===== config.mk =====
export PLATFORM = sky130hd
export DESIGN_NAME = pixel_tint_blend
export DESIGN_NICKNAME = d
export VERILOG_FILES = /design/src/rtl/ptb_pkg.sv /design/src/rtl/pixel_tint_blend.sv /design/src/rtl/ptb_unpack.sv /design/src/rtl/ptb_chan_blend.sv /design/src/rtl/ptb_pack.sv
export SDC_FILE = /design/constraint.sdc
export NUM_CORES = 1
export LEC_CHECK = 0
export ABC_AREA = 1
export BUFFER_PORTS_ARGS = -buffer_cell sky130_fd_sc_hd__buf_2
export CAP_MARGIN = 20
export CORE_ASPECT_RATIO = 1.5
export CORE_MARGIN = 3
export CORE_UTILIZATION = 35
export CTS_CLUSTER_SIZE = 12
export DETAILED_ROUTE_END_ITERATION = 10
export PLACE_DENSITY = 0.49
export SYNTH_ARGS = -nofsm -noshare
export SYNTH_HDL_FRONTEND = slang
export SYNTH_HIERARCHICAL = 1
export SYNTH_SLANG_ARGS = --single-unit

===== constraint.sdc =====
create_clock -name clk -period 11.01 [get_ports clk]
set_clock_uncertainty 0.1 [all_clocks]
set_input_delay 2.202 -clock clk [delete_from_list [all_inputs] [get_ports clk]]
set_output_delay 2.202 -clock clk [all_outputs]
set_load 0.01 [all_outputs]

===== src/rtl/ptb_pkg.sv =====
`timescale 1ns / 1ps
`default_nettype none

package ptb_pkg;

  // Pixel layouts selected by the format register
  typedef enum logic [1:0] {
    FMT_BGRA32  = 2'd0,
    FMT_ARGB32  = 2'd1,
    FMT_RGB565  = 2'd2,
    FMT_RGB1555 = 2'd3
  } ptb_fmt_t;

  // Configuration register indexes
  localparam int unsigned CfgIdxW = 3;
  localparam logic [CfgIdxW-1:0] REG_FORMAT = 3'd0;
  localparam logic [CfgIdxW-1:0] REG_RED    = 3'd1;
  localparam logic [CfgIdxW-1:0] REG_GREEN  = 3'd2;
  localparam logic [CfgIdxW-1:0] REG_BLUE   = 3'd3;
  localparam logic [CfgIdxW-1:0] REG_MIX    = 3'd4;

  // Per-item sideband that rides alongside the channel pipelines
  typedef struct packed {
    logic        pass;   // pixel goes out untouched
    logic [31:0] word;   // untouched pixel, upper half cleared for 16-bit layouts
    ptb_fmt_t    fmt;
    logic [7:0]  alpha;
  } ptb_side_t;

  typedef logic [7:0] lut5_t [32];
  typedef logic [7:0] lut6_t [64];

  // v*255/31 and v*255/63, truncating
  function automatic lut5_t build_exp5();
    lut5_t tab;
    for (int i = 0; i < 32; i++) tab[i] = 8'((i * 255) / 31);
    return tab;
  endfunction

  function automatic lut6_t build_exp6();
    lut6_t tab;
    for (int i = 0; i < 64; i++) tab[i] = 8'((i * 255) / 63);
    return tab;
  endfunction

  localparam lut5_t EXP5 = build_exp5();
  localparam lut6_t EXP6 = build_exp6();

endpackage

`default_nettype wire


===== src/rtl/pixel_tint_blend.sv =====
`timescale 1ns / 1ps
`default_nettype none

// Each accepted start yields its done strobe once it has passed through the stages below.
// Throughput: one pixel per cycle; busy stays low, start may be high every cycle.
// Stages: unpack, multiply, sum, divide-by-255, repack.
// The result shows on pixel_out/pixel_changed for the single cycle that done is high.
// Reset (rst, synchronous) clears the pipeline valid bits and all tint registers.
module pixel_tint_blend import ptb_pkg::*; (
  input  wire logic               clk,
  input  wire logic               rst,
  // pixel transactions
  input  wire logic               start,
  output logic                    busy,
  input  wire logic [31:0]        pixel_in,
  output logic                    done,
  output logic [31:0]             pixel_out,
  output logic                    pixel_changed,
  // register writes
  input  wire logic               cfg_valid,
  output logic                    cfg_ready,
  input  wire logic [CfgIdxW-1:0] cfg_index,
  input  wire logic [7:0]         cfg_data
);

  // Config registers. The user must change them only while no transaction is
  // in flight (the block does not enforce this), as the stages read them directly.
  ptb_fmt_t   pixel_format;
  logic [7:0] tint_red;
  logic [7:0] tint_green;
  logic [7:0] tint_blue;
  logic [7:0] tint_mix;

  // Pipeline never stalls: the receiver must take every result; the block does not wait.
  assign busy      = 1'b0;
  assign cfg_ready = 1'b1;

  always_ff @(posedge clk) begin
    if (rst) begin
      pixel_format <= FMT_BGRA32;
      tint_red     <= 8'd0;
      tint_green   <= 8'd0;
      tint_blue    <= 8'd0;
      tint_mix     <= 8'd0;
    end else if (cfg_valid && cfg_ready) begin
      case (cfg_index)
        REG_FORMAT: pixel_format <= ptb_fmt_t'(cfg_data[1:0]);
        REG_RED:    tint_red     <= cfg_data;
        REG_GREEN:  tint_green   <= cfg_data;
        REG_BLUE:   tint_blue    <= cfg_data;
        REG_MIX:    tint_mix     <= cfg_data;
        default:    ;  // writes past the register list are dropped
      endcase
    end
  end

  // Stage 1: unpack
  logic       s1_valid;
  logic [7:0] s1_red, s1_green, s1_blue;
  ptb_side_t  s1_side;

  ptb_unpack u_unpack (
    .clk       (clk),
    .rst       (rst),
    .in_valid  (start && !busy),
    .px        (pixel_in),
    .fmt       (pixel_format),
    .mix       (tint_mix),
    .out_valid (s1_valid),
    .red       (s1_red),
    .green     (s1_green),
    .blue      (s1_blue),
    .side      (s1_side)
  );

  // Stages 2-4: one blend lane per color channel
  logic [7:0] s4_red, s4_green, s4_blue;

  ptb_chan_blend u_blend_r (
    .clk(clk), .chan(s1_red),   .tint(tint_red),   .mix(tint_mix), .blended(s4_red)
  );
  ptb_chan_blend u_blend_g (
    .clk(clk), .chan(s1_green), .tint(tint_green), .mix(tint_mix), .blended(s4_green)
  );
  ptb_chan_blend u_blend_b (
    .clk(clk), .chan(s1_blue),  .tint(tint_blue),  .mix(tint_mix), .blended(s4_blue)
  );

  // Sideband and valid follow the lanes through the same three stages
  logic      s2_valid, s3_valid, s4_valid;
  ptb_side_t s2_side, s3_side, s4_side;

  always_ff @(posedge clk) begin
    if (rst) begin
      s2_valid <= 1'b0;
      s3_valid <= 1'b0;
      s4_valid <= 1'b0;
    end else begin
      s2_valid <= s1_valid;
      s3_valid <= s2_valid;
      s4_valid <= s3_valid;
    end
  end

  always_ff @(posedge clk) begin
    s2_side <= s1_side;
    s3_side <= s2_side;
    s4_side <= s3_side;
  end

  // Stage 5: repack and output register
  ptb_pack u_pack (
    .clk           (clk),
    .rst           (rst),
    .in_valid      (s4_valid),
    .red           (s4_red),
    .green         (s4_green),
    .blue          (s4_blue),
    .side          (s4_side),
    .done          (done),
    .pixel_out     (pixel_out),
    .pixel_changed (pixel_changed)
  );

`ifndef SYNTHESIS
  // every accepted pixel yields exactly one strobe once it has passed through the pipeline
  a_latency: assert property (@(posedge clk) disable iff (rst)
    (start && !busy) |-> ##5 done)
    else $error("done missing 5 cycles after start");

  a_no_orphan: assert property (@(posedge clk) disable iff (rst)
    done |-> $past(start && !busy, 5))
    else $error("done without a matching start");

  // mix of zero turns tinting off for every pixel
  a_mix_off: assert property (@(posedge clk) disable iff (rst)
    (done && tint_mix == 8'd0) |-> !pixel_changed)
    else $error("pixel rewritten with zero mix");

  // 16-bit layouts leave the upper half clear
  a_upper_zero: assert property (@(posedge clk) disable iff (rst)
    (done && (pixel_format == FMT_RGB565 || pixel_format == FMT_RGB1555))
      |-> (pixel_out[31:16] == 16'd0))
    else $error("upper half set in 16-bit layout");

  // a rewritten RGB1555 pixel stays opaque
  a_1555_opaque: assert property (@(posedge clk) disable iff (rst)
    (done && pixel_changed && pixel_format == FMT_RGB1555) |-> pixel_out[15])
    else $error("rewritten RGB1555 pixel lost alpha");
`endif

endmodule

`default_nettype wire


===== src/rtl/ptb_unpack.sv =====
`timescale 1ns / 1ps
`default_nettype none

// Stage 1: split the pixel into 8-bit channels and decide pass-through.
module ptb_unpack import ptb_pkg::*; (
  input  wire logic        clk,
  input  wire logic        rst,
  input  wire logic        in_valid,
  input  wire logic [31:0] px,
  input  wire ptb_fmt_t    fmt,
  input  wire logic [7:0]  mix,
  output logic             out_valid,
  output logic [7:0]       red,
  output logic [7:0]       green,
  output logic [7:0]       blue,
  output ptb_side_t        side
);

  logic [7:0] r_c, g_c, b_c, a_c;
  ptb_side_t  side_c;

  always_comb begin
    r_c = 8'd0;
    g_c = 8'd0;
    b_c = 8'd0;
    a_c = 8'd0;
    case (fmt)
      FMT_BGRA32: begin
        b_c = px[7:0];
        g_c = px[15:8];
        r_c = px[23:16];
        a_c = px[31:24];
      end
      FMT_ARGB32: begin
        a_c = px[7:0];
        r_c = px[15:8];
        g_c = px[23:16];
        b_c = px[31:24];
      end
      FMT_RGB565: begin
        r_c = EXP5[px[15:11]];
        g_c = EXP6[px[10:5]];
        b_c = EXP5[px[4:0]];
        a_c = 8'hff;
      end
      FMT_RGB1555: begin
        r_c = EXP5[px[14:10]];
        g_c = EXP5[px[9:5]];
        b_c = EXP5[px[4:0]];
        a_c = px[15] ? 8'hff : 8'h00;
      end
      default: begin
        a_c = 8'd0;
      end
    endcase
  end

  always_comb begin
    side_c.pass  = (mix == 8'd0) || (a_c == 8'd0);
    side_c.word  = (fmt == FMT_RGB565 || fmt == FMT_RGB1555) ? {16'd0, px[15:0]} : px;
    side_c.fmt   = fmt;
    side_c.alpha = a_c;
  end

  always_ff @(posedge clk) begin
    if (rst) begin
      out_valid <= 1'b0;
    end else begin
      out_valid <= in_valid;
    end
  end

  always_ff @(posedge clk) begin
    red   <= r_c;
    green <= g_c;
    blue  <= b_c;
    side  <= side_c;
  end

endmodule

`default_nettype wire


===== src/rtl/ptb_chan_blend.sv =====
`timescale 1ns / 1ps
`default_nettype none

// Stages 2-4 for one channel: multiply, sum, divide by 255.
module ptb_chan_blend (
  input  wire logic       clk,
  input  wire logic [7:0] chan,
  input  wire logic [7:0] tint,
  input  wire logic [7:0] mix,
  output logic [7:0]      blended
);

  logic [15:0] prod_c, prod_t;
  logic [15:0] sum;
  logic [16:0] div_acc;

  // x/255 == (x + (x>>8) + 1) >> 8 for every x below 65535; the sum here
  // never exceeds 255*255
  assign div_acc = {1'b0, sum} + {9'd0, sum[15:8]} + 17'd1;

  always_ff @(posedge clk) begin
    prod_c  <= chan * (8'd255 - mix);
    prod_t  <= tint * mix;
    sum     <= prod_c + prod_t;
    blended <= div_acc[15:8];
  end

endmodule

`default_nettype wire


===== src/rtl/ptb_pack.sv =====
`timescale 1ns / 1ps
`default_nettype none

// Stage 5: repack channels into the pixel layout, register the result.
module ptb_pack import ptb_pkg::*; (
  input  wire logic       clk,
  input  wire logic       rst,
  input  wire logic       in_valid,
  input  wire logic [7:0] red,
  input  wire logic [7:0] green,
  input  wire logic [7:0] blue,
  input  wire ptb_side_t  side,
  output logic            done,
  output logic [31:0]     pixel_out,
  output logic            pixel_changed
);

  logic [31:0] packed_c;

  always_comb begin
    case (side.fmt)
      FMT_BGRA32:  packed_c = {side.alpha, red, green, blue};
      FMT_ARGB32:  packed_c = {blue, green, red, side.alpha};
      FMT_RGB565:  packed_c = {16'd0, red[7:3], green[7:2], blue[7:3]};
      FMT_RGB1555: packed_c = {16'd0, side.alpha[7], red[7:3], green[7:3], blue[7:3]};
      default:     packed_c = side.word;
    endcase
  end

  always_ff @(posedge clk) begin
    if (rst) begin
      done <= 1'b0;
    end else begin
      done <= in_valid;
    end
  end

  always_ff @(posedge clk) begin
    pixel_out     <= side.pass ? side.word : packed_c;
    pixel_changed <= ~side.pass;
  end

endmodule

`default_nettype wire

Yosys cells after proc, flatten, opt, wreduce, memory -nomap -nowiden
Memories as Yosys holds them, arrays and structs flattened.
Index checks and enable logic that the tools add are counted.
Word-level totals
  flip-flop bits (word level): 436
  bits in read-only memories: 1536
  bits of input ports: 47
  output and inout port bits: 36
  word-level logic and storage cells: 116
  memories kept: 5
Operators by class
  $add $sub $neg: 10
  multiply operators: 6
  order comparisons: 5
  equal/unequal tests: 10
  muxes and demuxes: 17
  bitwise logic cells: 6
  reductions and logical operators: 13
Memories
  (no name shown): words 64, bits a word 8, read ports 1, clocked after memory_dff 0, write ports 0, line ptb_unpack.sv:42  | g_c = EXP6[px[10:5]];
  (no name shown): words 32, bits a word 8, read ports 1, clocked after memory_dff 0, write ports 0, line ptb_unpack.sv:43  | b_c = EXP5[px[4:0]];
  (no name shown): words 32, bits a word 8, read ports 1, clocked after memory_dff 0, write ports 0, line ptb_unpack.sv:47  | r_c = EXP5[px[14:10]];
  (no name shown): words 32, bits a word 8, read ports 1, clocked after memory_dff 0, write ports 0, line ptb_unpack.sv:48  | g_c = EXP5[px[9:5]];
  (no name shown): words 32, bits a word 8, read ports 1, clocked after memory_dff 0, write ports 0, line ptb_unpack.sv:41  | r_c = EXP5[px[15:11]];
Operator list (number)
  $pmux 32 s4: 1
  $pmux 8 s4: 3
  $mux 8: 11
  $add 16x1->16 const B: 3
  $add 16x16->16: 3
  $add 16x8->16: 3
  $mul 8x16->16: 3
  $mul 8x8->16: 3
  $mux 32: 1
  $ge 6x6->1 const B: 4
  $not 5->6: 4
  $pmux 8 s3: 1
  $logic_not 8->1: 2
  $reduce_and 2->1: 5
  $sub 8x8->9 const A: 1
  $eq 2x2->1 const B: 4
  $ge 7x7->1 const B: 1
  $not 6->7: 1
  $eq 3x2->1 const B: 2
  $eq 2x1->1 const B: 2
  $logic_not 2->1: 2
  $eq 3x1->1 const B: 1
  $eq 3x3->1 const B: 1
  $logic_not 3->1: 1
  3 further kinds: 4

Logic depth before layout (Yosys ltp)
Gate-level depths: netlist of run 1.
  depth after elaboration: 5
  mapped depth: 20
  depth with buffers taken out: 19

Hierarchy
Netlist of run 1, hierarchy kept.
Modules (own cells, without submodules)
  ptb_chan_blend at u_blend_g ...: times used 2, cells an instance 1021, area each 7105.6 um^2, sequential area each 1121.1 um^2
  ptb_chan_blend at u_blend_b: times used 1, cells an instance 1023, area each 7108.1 um^2, sequential area each 1121.1 um^2
  pixel_tint_blend: times used 1, cells an instance 347, area each 4110.2 um^2, sequential area each 3323.2 um^2
  ptb_unpack: times used 1, cells an instance 346, area each 2653.8 um^2, sequential area each 1361.3 um^2
  ptb_pack: times used 1, cells an instance 269, area each 1696.6 um^2, sequential area each 680.7 um^2

Worst setup path after synthesis of run 1
No wires, ideal clock.
  path type: register to register
  start point: register tint_mix[4]
  end point: register u_blend_b.prod_t[12]
  setup time: 0.113 ns
  arrival time: 4.023 ns
  required time: 10.797 ns
  path slack: 6.774 ns
  stages on the path, launching flop included: 18
  path buffers: 1
  period minus slack after synthesis: 4.236 ns
  cell sequence: dfxtp_1 > clkbuf_1 > nand2_1 > fa_1 > fa_1 > inv_1 > fa_1 > inv_1 > fa_1 > inv_1 > ha_1 > nand2_1 > nand2_1 > o21bai_1 > nand2_1 > nand3_1 > nand2_1 > nand2_1
On the way
  cells in the longest elaborated chain, start to end: 1
Ends and longest elaborated chain
  start, declared: line pixel_tint_blend.sv:32  | logic [7:0] tint_mix;
  start signal, assigned: line pixel_tint_blend.sv:51  | REG_MIX: tint_mix <= cfg_data;
  $mul 8x8->16: line ptb_chan_blend.sv:23  | prod_t <= tint * mix;
  end signal, assigned: line ptb_chan_blend.sv:23
  end, declared: line ptb_chan_blend.sv:13  | logic [15:0] prod_c, prod_t;
No other way between the ends.
A chain may end at the register's enable or synchronous reset.

Worst setup path after layout of run 1
  start point: register tint_mix[4]
  end point: register u_blend_b.prod_c[14]
On the way
  cells in the longest elaborated chain, start to end: 2
Ends and longest elaborated chain
  $sub 8x8->9: line ptb_chan_blend.sv:22  | prod_c <= chan * (8'd255 - mix);
  $mul 8x16->16: line ptb_chan_blend.sv:22
  end signal, assigned: line ptb_chan_blend.sv:22
  end, declared: line ptb_chan_blend.sv:13
No other way between the ends.

==> out/metrics.yaml, run 1 <==
status: "complete, no violations"
p_comb_share_pct: 51.2
fmax_ghz: 0.212
dp_slack_ns: 6.28
viasPerCell: 4.53
ios: 83
cts_root_buffer: "clkbuf_16"
grt_overflow: 0
clk_latency_ns: 0.61
drive_gt1_share_pct: 5.23
worstMarginPinSlew_ns: 0.939
synthCells: 4027
grt_max_degree: 50
hp-class: "reg -> reg"
start_util_pct: 35.4
dieWidth_um: 244
cp.arrival_ns: 5.10
critPathRequiredTime_ns: 11.39
antenna-diode-count: 0
synth.cell_area_um2: 29800
clock_path_buffers: 3
cts_buffers: 48
dr.first_iter.drc_count: 1138
cap_violations: 0
crit_chain: "buf_4, nor2_1, fa_1, fa_1, fa_1, inv_1, fa_1, inv_1, ha_1, a21oi_1, o21ai_0, nand2_1, nand3_1, nand2_1, nand2_1"
postCtsResizedCells: 0
critPathKind: "reg -> reg"
cts_tree: "built"
cp-end-kind: "register"
power.share.switching_pct: 43.4
fin_ws_ns: 6.29
slew_violations: 0
ys_seq_area_share_pct: 29.3
synthDistinctLibCells: 46
relSlewSlack_pct: 37.3
wl_per_cell_um: 15.1
num_rows: 130
finalCritPeriodShare_pct: 42.9
antenna_found_initial: 1
vias: 23665
setup_viol: 0
ys_seq_elements: 436
nNetsFinal: 4638
hold_violations: 0
leakage_nw: 18.9
drt-pass1-iter-count: 5
grt_pass1_wl_mm: 127
core_area_um2: 84100
ant_nets: 0
worst_path_most_repeated_cell: "fa_1"
syn_area_per_cell_um2: 7.40
cpPeakStageDelay_ns: 0.67
layout_common_cells: "nand2_1 (1103), inv_1 (874), dfxtp_1 (428)"
fillCellCount: 8935
die_h_um: 363
fin_setup_tns_ns: 0
p_per_area_nw_per_um2: 235
grt_usage_pct: 18.1
syn-num-nets: 4584
rsz0062_at_grt: "no"
drc: 0
grt_pass1_vias: 24650
path_clk_slew_ns: 0.06
area_growth_syn_to_layout_pct: 10.3
dieArea_um2: 88700
cell_internal_pwr_mw: 4.37
htree_levels: 2
min_period_ns: 4.72
synth_edf_count: 0
fin_hold_ws_ns: 0.216
final_util_pct: 39.1
routed_wirelength_mm: 78.8
place_area_um2: 31300
async_reset_ff_share_pct: 0
pwr-share-clk_pct: 20.6
gp_congestion: 0.896
pwr-share-seq_pct: 28.1
p_sw_mw: 3.36
io_buffers: 80
critPathLaunchType: "register"
hpwl_mm: 63.1
hold_buffers: 0
synth_ff_type: "dfxtp_1"
yosys_warnings: 6
final_common_cell: "nand2_1"
post_cts_buffers: 0
numClockSinks: 436
path_max_fanout: 33
ir_worst_vdd_mv: 0.217
post-route-cell-area_um2: 32800
crit_slowest_cell: "dfxtp_2"
==> per-stage QoR <==
| step | total power [mW] | cells |
|---|---|---|
| finish | 7.73 | 5229 |
| global route | 8.51 | 5229 |
| CTS | 7.86 | 5228 |
| detailed placement | 6.20 | 5152 |
| global placement | 6.21 | 5152 |
| floorplan | 5.11 | 4027 |
==> area by class of cell <==
type                    count  area, µm²  share of cell area (%)
inverters                 882       3310                    10.1
flip-flops and latches    436       8740                    26.6
multi-input cells        2622      17300                    52.8
clock inverters            15        233                   0.709
well taps                1122       1400                    4.27
clock buffers              61       1330                    4.05
repair buffers             91        490                    1.49
==> layer usage <==
layer | vias up | global-route usage (%) | routed length (µm)
li1 | 12155 | - | -
met1 | 11010 | 20.4 | 32600
met2 | 364 | 35.1 | 41600
met3 | 136 | 1.82 | 2180
met4 | 0 | 5.86 | 2430
met5 | - | 0 | 0
==> cells by family after synthesis <==
kind of cell,synth area share [%]
buf+inv,12.5
simple gates,24.8
xor+xnor,2.12
other cells,0.0252
flops,29.3
fa+ha+maj,27.0
compound gates,4.22
==> synthesized netlist by cell type, types with 10 or more instances <==
master	n	area, µm²
nor3_1	18	90.1
fa_1	222	4440
inv_1	874	3280
nor2_1	410	1540
o21ai_0	41	205
clkbuf_1	63	236
o21bai_1	20	150
nand3_1	180	901
xnor2_1	36	315
dfxtp_1	436	8730
nand4_1	40	250
buf_2	10	50.1
or2_2	11	68.8
a21oi_1	132	661
xor2_1	36	315
nand2_1	1103	4140
ha_1	288	3600
==> worst max-delay path, delay by kind of cell, from the launching register on <==
kind,cells,cell delay (ns)
AO/OA/AOI/OAI,2,0.38
adder cells (fa/ha/maj),5,2.40
buffers and inverters,3,0.60
flip-flops,1,0.67
AND/OR/NAND/NOR,5,0.43
==> sequential cells by signal, summed over array words and instances, names as in the netlist, 16 cells and up <==
name              cells
u_blend_b/prod_t     16
u_blend_r/prod_c     16
u_unpack/side        43
u_blend_b/sum        16
u_blend_g/sum        16
s4_side              43
u_blend_g/prod_t     16
u_blend_g/prod_c     16
u_blend_r/sum        16
u_blend_b/prod_c     16
s2_side              43
u_pack/pixel_out     32
u_blend_r/prod_t     16
s3_side              43
==> final timing paths <==
kind | startpoint | end | slack [ns] | depth (start not counted)
setup / recovery | tint_mix[4] | u_blend_b/prod_c[14] | 6.29 | 15
hold / removal | s3_side[34] | s4_side[34] | 0.22 | 0
setup reg to reg | tint_mix[4] | u_blend_b/prod_c[14] | 6.29 | 15
hold reg to reg | s3_side[34] | s4_side[34] | 0.22 | 0
==> power by group through the flow <==
| stage | clock (mW) | sequential (mW) | combinational, mW |
|---|---|---|---|
| after global routing | 1.71 | 2.21 | 4.59 |
| after floorplan | 0 | 2.11 | 3.01 |
| after detailed placement | 0 | 2.22 | 3.98 |
| final | 1.60 | 2.17 | 3.96 |
| after global placement | 0 | 2.22 | 3.99 |
| after CTS | 1.66 | 2.18 | 4.01 |
Power figures use the tool's default switching activity.
==> run 2: changes to the inputs <==
--- a/config.mk
+++ b/config.mk
@@ -13,7 +13,7 @@
 export CORE_UTILIZATION = 35
 export CTS_CLUSTER_SIZE = 12
 export DETAILED_ROUTE_END_ITERATION = 10
-export PLACE_DENSITY = 0.49
+export PLACE_DENSITY = 0.51
 export SYNTH_ARGS = -nofsm -noshare
 export SYNTH_HDL_FRONTEND = slang
 export SYNTH_HIERARCHICAL = 1
==> constraint.sdc (replaced) <==
create_clock -name clk -period 4.3 [get_ports clk]
set_clock_uncertainty 0.1 [all_clocks]
set_input_delay 0.86 -clock clk [delete_from_list [all_inputs] [get_ports clk]]
set_output_delay 0.86 -clock clk [all_outputs]
set_load 0.01 [all_outputs]
==> run 2 against run 1 <==
Net effect:
- die area unchanged
- first-iteration DRC count decreased by 11%
- final cell count increased by 1.1%
- clock power increased to 2.6 times the previous value
- critical path type unchanged
- hold slack improved by 0.0051 ns
- via count increased by 0.81%
- power increased to 2.6 times the previous value
- combinational power increased to 2.6 times the previous value
- global-route usage decreased by 0.60 points
- highest routed layer is now met5
- sequential share of layout area decreased by 0.38 points
==> out/metrics.yaml, run 2 (synthesis results as in run 1) <==
status: "complete, no violations"
wl_per_cell_um: 14.4
numClockSinks: 436
ant_nets: 0
routed_wirelength_mm: 76.3
cell_internal_pwr_mw: 11.4
drt-pass1-iter-count: 5
path_max_fanout: 12
critPathLaunchType: "register"
antenna_found_initial: 10
htree_levels: 2
dieWidth_um: 244
cts_tree: "built"
relSlewSlack_pct: 35.4
drive_gt1_share_pct: 7.11
grt_usage_pct: 17.5
slew_violations: 0
leakage_nw: 19.1
grt_max_degree: 45
final_common_cell: "nand2_1"
io_buffers: 80
cap_violations: 0
num_rows: 130
cp-end-kind: "register"
drc: 0
post-route-cell-area_um2: 33400
cts_buffers: 49
pwr-share-seq_pct: 27.8
die_h_um: 363
nNetsFinal: 4693
dr.first_iter.drc_count: 1017
total_power_mw: 19.9
pwr-share-clk_pct: 20.7
path_clk_slew_ns: 0.06
hp-class: "reg -> reg"
fmax_ghz: 0.246
area_growth_syn_to_layout_pct: 12.2
start_util_pct: 35.4
place_area_um2: 31700
dieArea_um2: 88700
cts_root_buffer: "clkbuf_16"
reg2reg_depth: 16
holdPathStages: 0
p_sw_mw: 8.53
min_period_ns: 4.07
p_per_area_nw_per_um2: 595
finalCritPeriodShare_pct: 94.7
critPathKind: "reg -> reg"
core_area_um2: 84100
fillCellCount: 8926
clock_path_buffers: 3
hpwl_mm: 62.6
layout_common_cells: "nand2_1 (1102), inv_1 (869), dfxtp_1 (421)"
hold_violations: 0
fin_ws_ns: 0.228
ir_worst_vdd_mv: 0.668
setup_viol: 0
viasPerCell: 4.51
power.share.switching_pct: 42.9
grt_overflow: 0
ios: 83
critPathRequiredTime_ns: 4.71
gp_congestion: 0.880
final_util_pct: 39.7
vias: 23856
p_comb_share_pct: 51.5
fin_hold_ws_ns: 0.221
hold_buffers: 0
dp_slack_ns: 0.0239
clk_latency_ns: 0.62
worstMarginPinSlew_ns: 0.968
cp.arrival_ns: 4.48
grt_pass1_vias: 24243
rsz0062_at_grt: "yes"
grt_pass1_wl_mm: 124
[run 2: cell types whose count changed in the layout (fill, tap and decap cells not counted), sizes merged]
cell | previous run | this run
clkbuf | 61 | 62
buf | 91 | 145
clkinvlp | 1 | 0
diode | 0 | 4
bufinv | 4 | 3
inv | 881 | 883
clkinv | 11 | 10
[run 2: layout make-up]
cell class	instances	area, µm²	share of cell area [%]
antenna	4	10.0	0.0300
sequential	436	8760	26.2
tap	1122	1400	4.20
clock buffer	62	1360	4.06
multi-input combinational	2622	17400	52.1
clock inverter	14	200	0.599
timing repair buffer	145	971	2.91
inverter	882	3310	9.92
[run 2: path summary, 6_finish.rpt]
path / from / end / slack [ns]
max: tint_mix[4] / u_blend_b/prod_t[15] / 0.23
min: u_unpack/side[7] / s2_side[7] / 0.22
max reg2reg: tint_mix[4] / u_blend_b/prod_t[15] / 0.23
min reg2reg: u_unpack/side[7] / s2_side[7] / 0.22
[run 2: routing by layer]
layer	vias up	global-route usage, %	share of wire [%]
met1	11044	19.3	40
li1	12281	-	-
met5	-	0	0.10
met3	155	2.42	3.3
met2	364	33.4	52
met4	12	6.98	4.1
[run 2: critical path, stage by stage (launching register included)]
cell	delay (ns)
dfxtp_4	0.36
buf_12	0.14
buf_4	0.16
nand2_1	0.05
inv_1	0.06
fa_1	0.57
fa_1	0.46
fa_1	0.55
inv_1	0.05
fa_1	0.53
inv_1	0.04
ha_2	0.37
nand2_1	0.12
nor2_2	0.16
nand3_1	0.11
nand4_1	0.10
nand2_1	0.05
[run 2: what timing repair did]
action | in CTS | in global routing
setup buffers | 0 | 2
endpoints found under the setup margin | 0 | 40
resized for setup | 0 | 32
hold endpoints to repair | 0 | 0
[run 2: through the flow]
stage               cells  setup TNS, ns
floorplan            4027              0
global placement     5204              0
detailed placement   5204              0
CTS                  5280              0
global route         5283       -0.00248
finish               5287              0
[run 2: power by group through the flow]
stage | clock network (mW) | registers, mW | logic (mW)
after floorplan | 0 | 5.40 | 7.70
after CTS | 4.29 | 5.56 | 10.2
final | 4.11 | 5.54 | 10.2
after global placement | 0 | 5.64 | 10.1
after detailed placement | 0 | 5.64 | 10.1
after global routing | 4.43 | 5.63 | 12.0
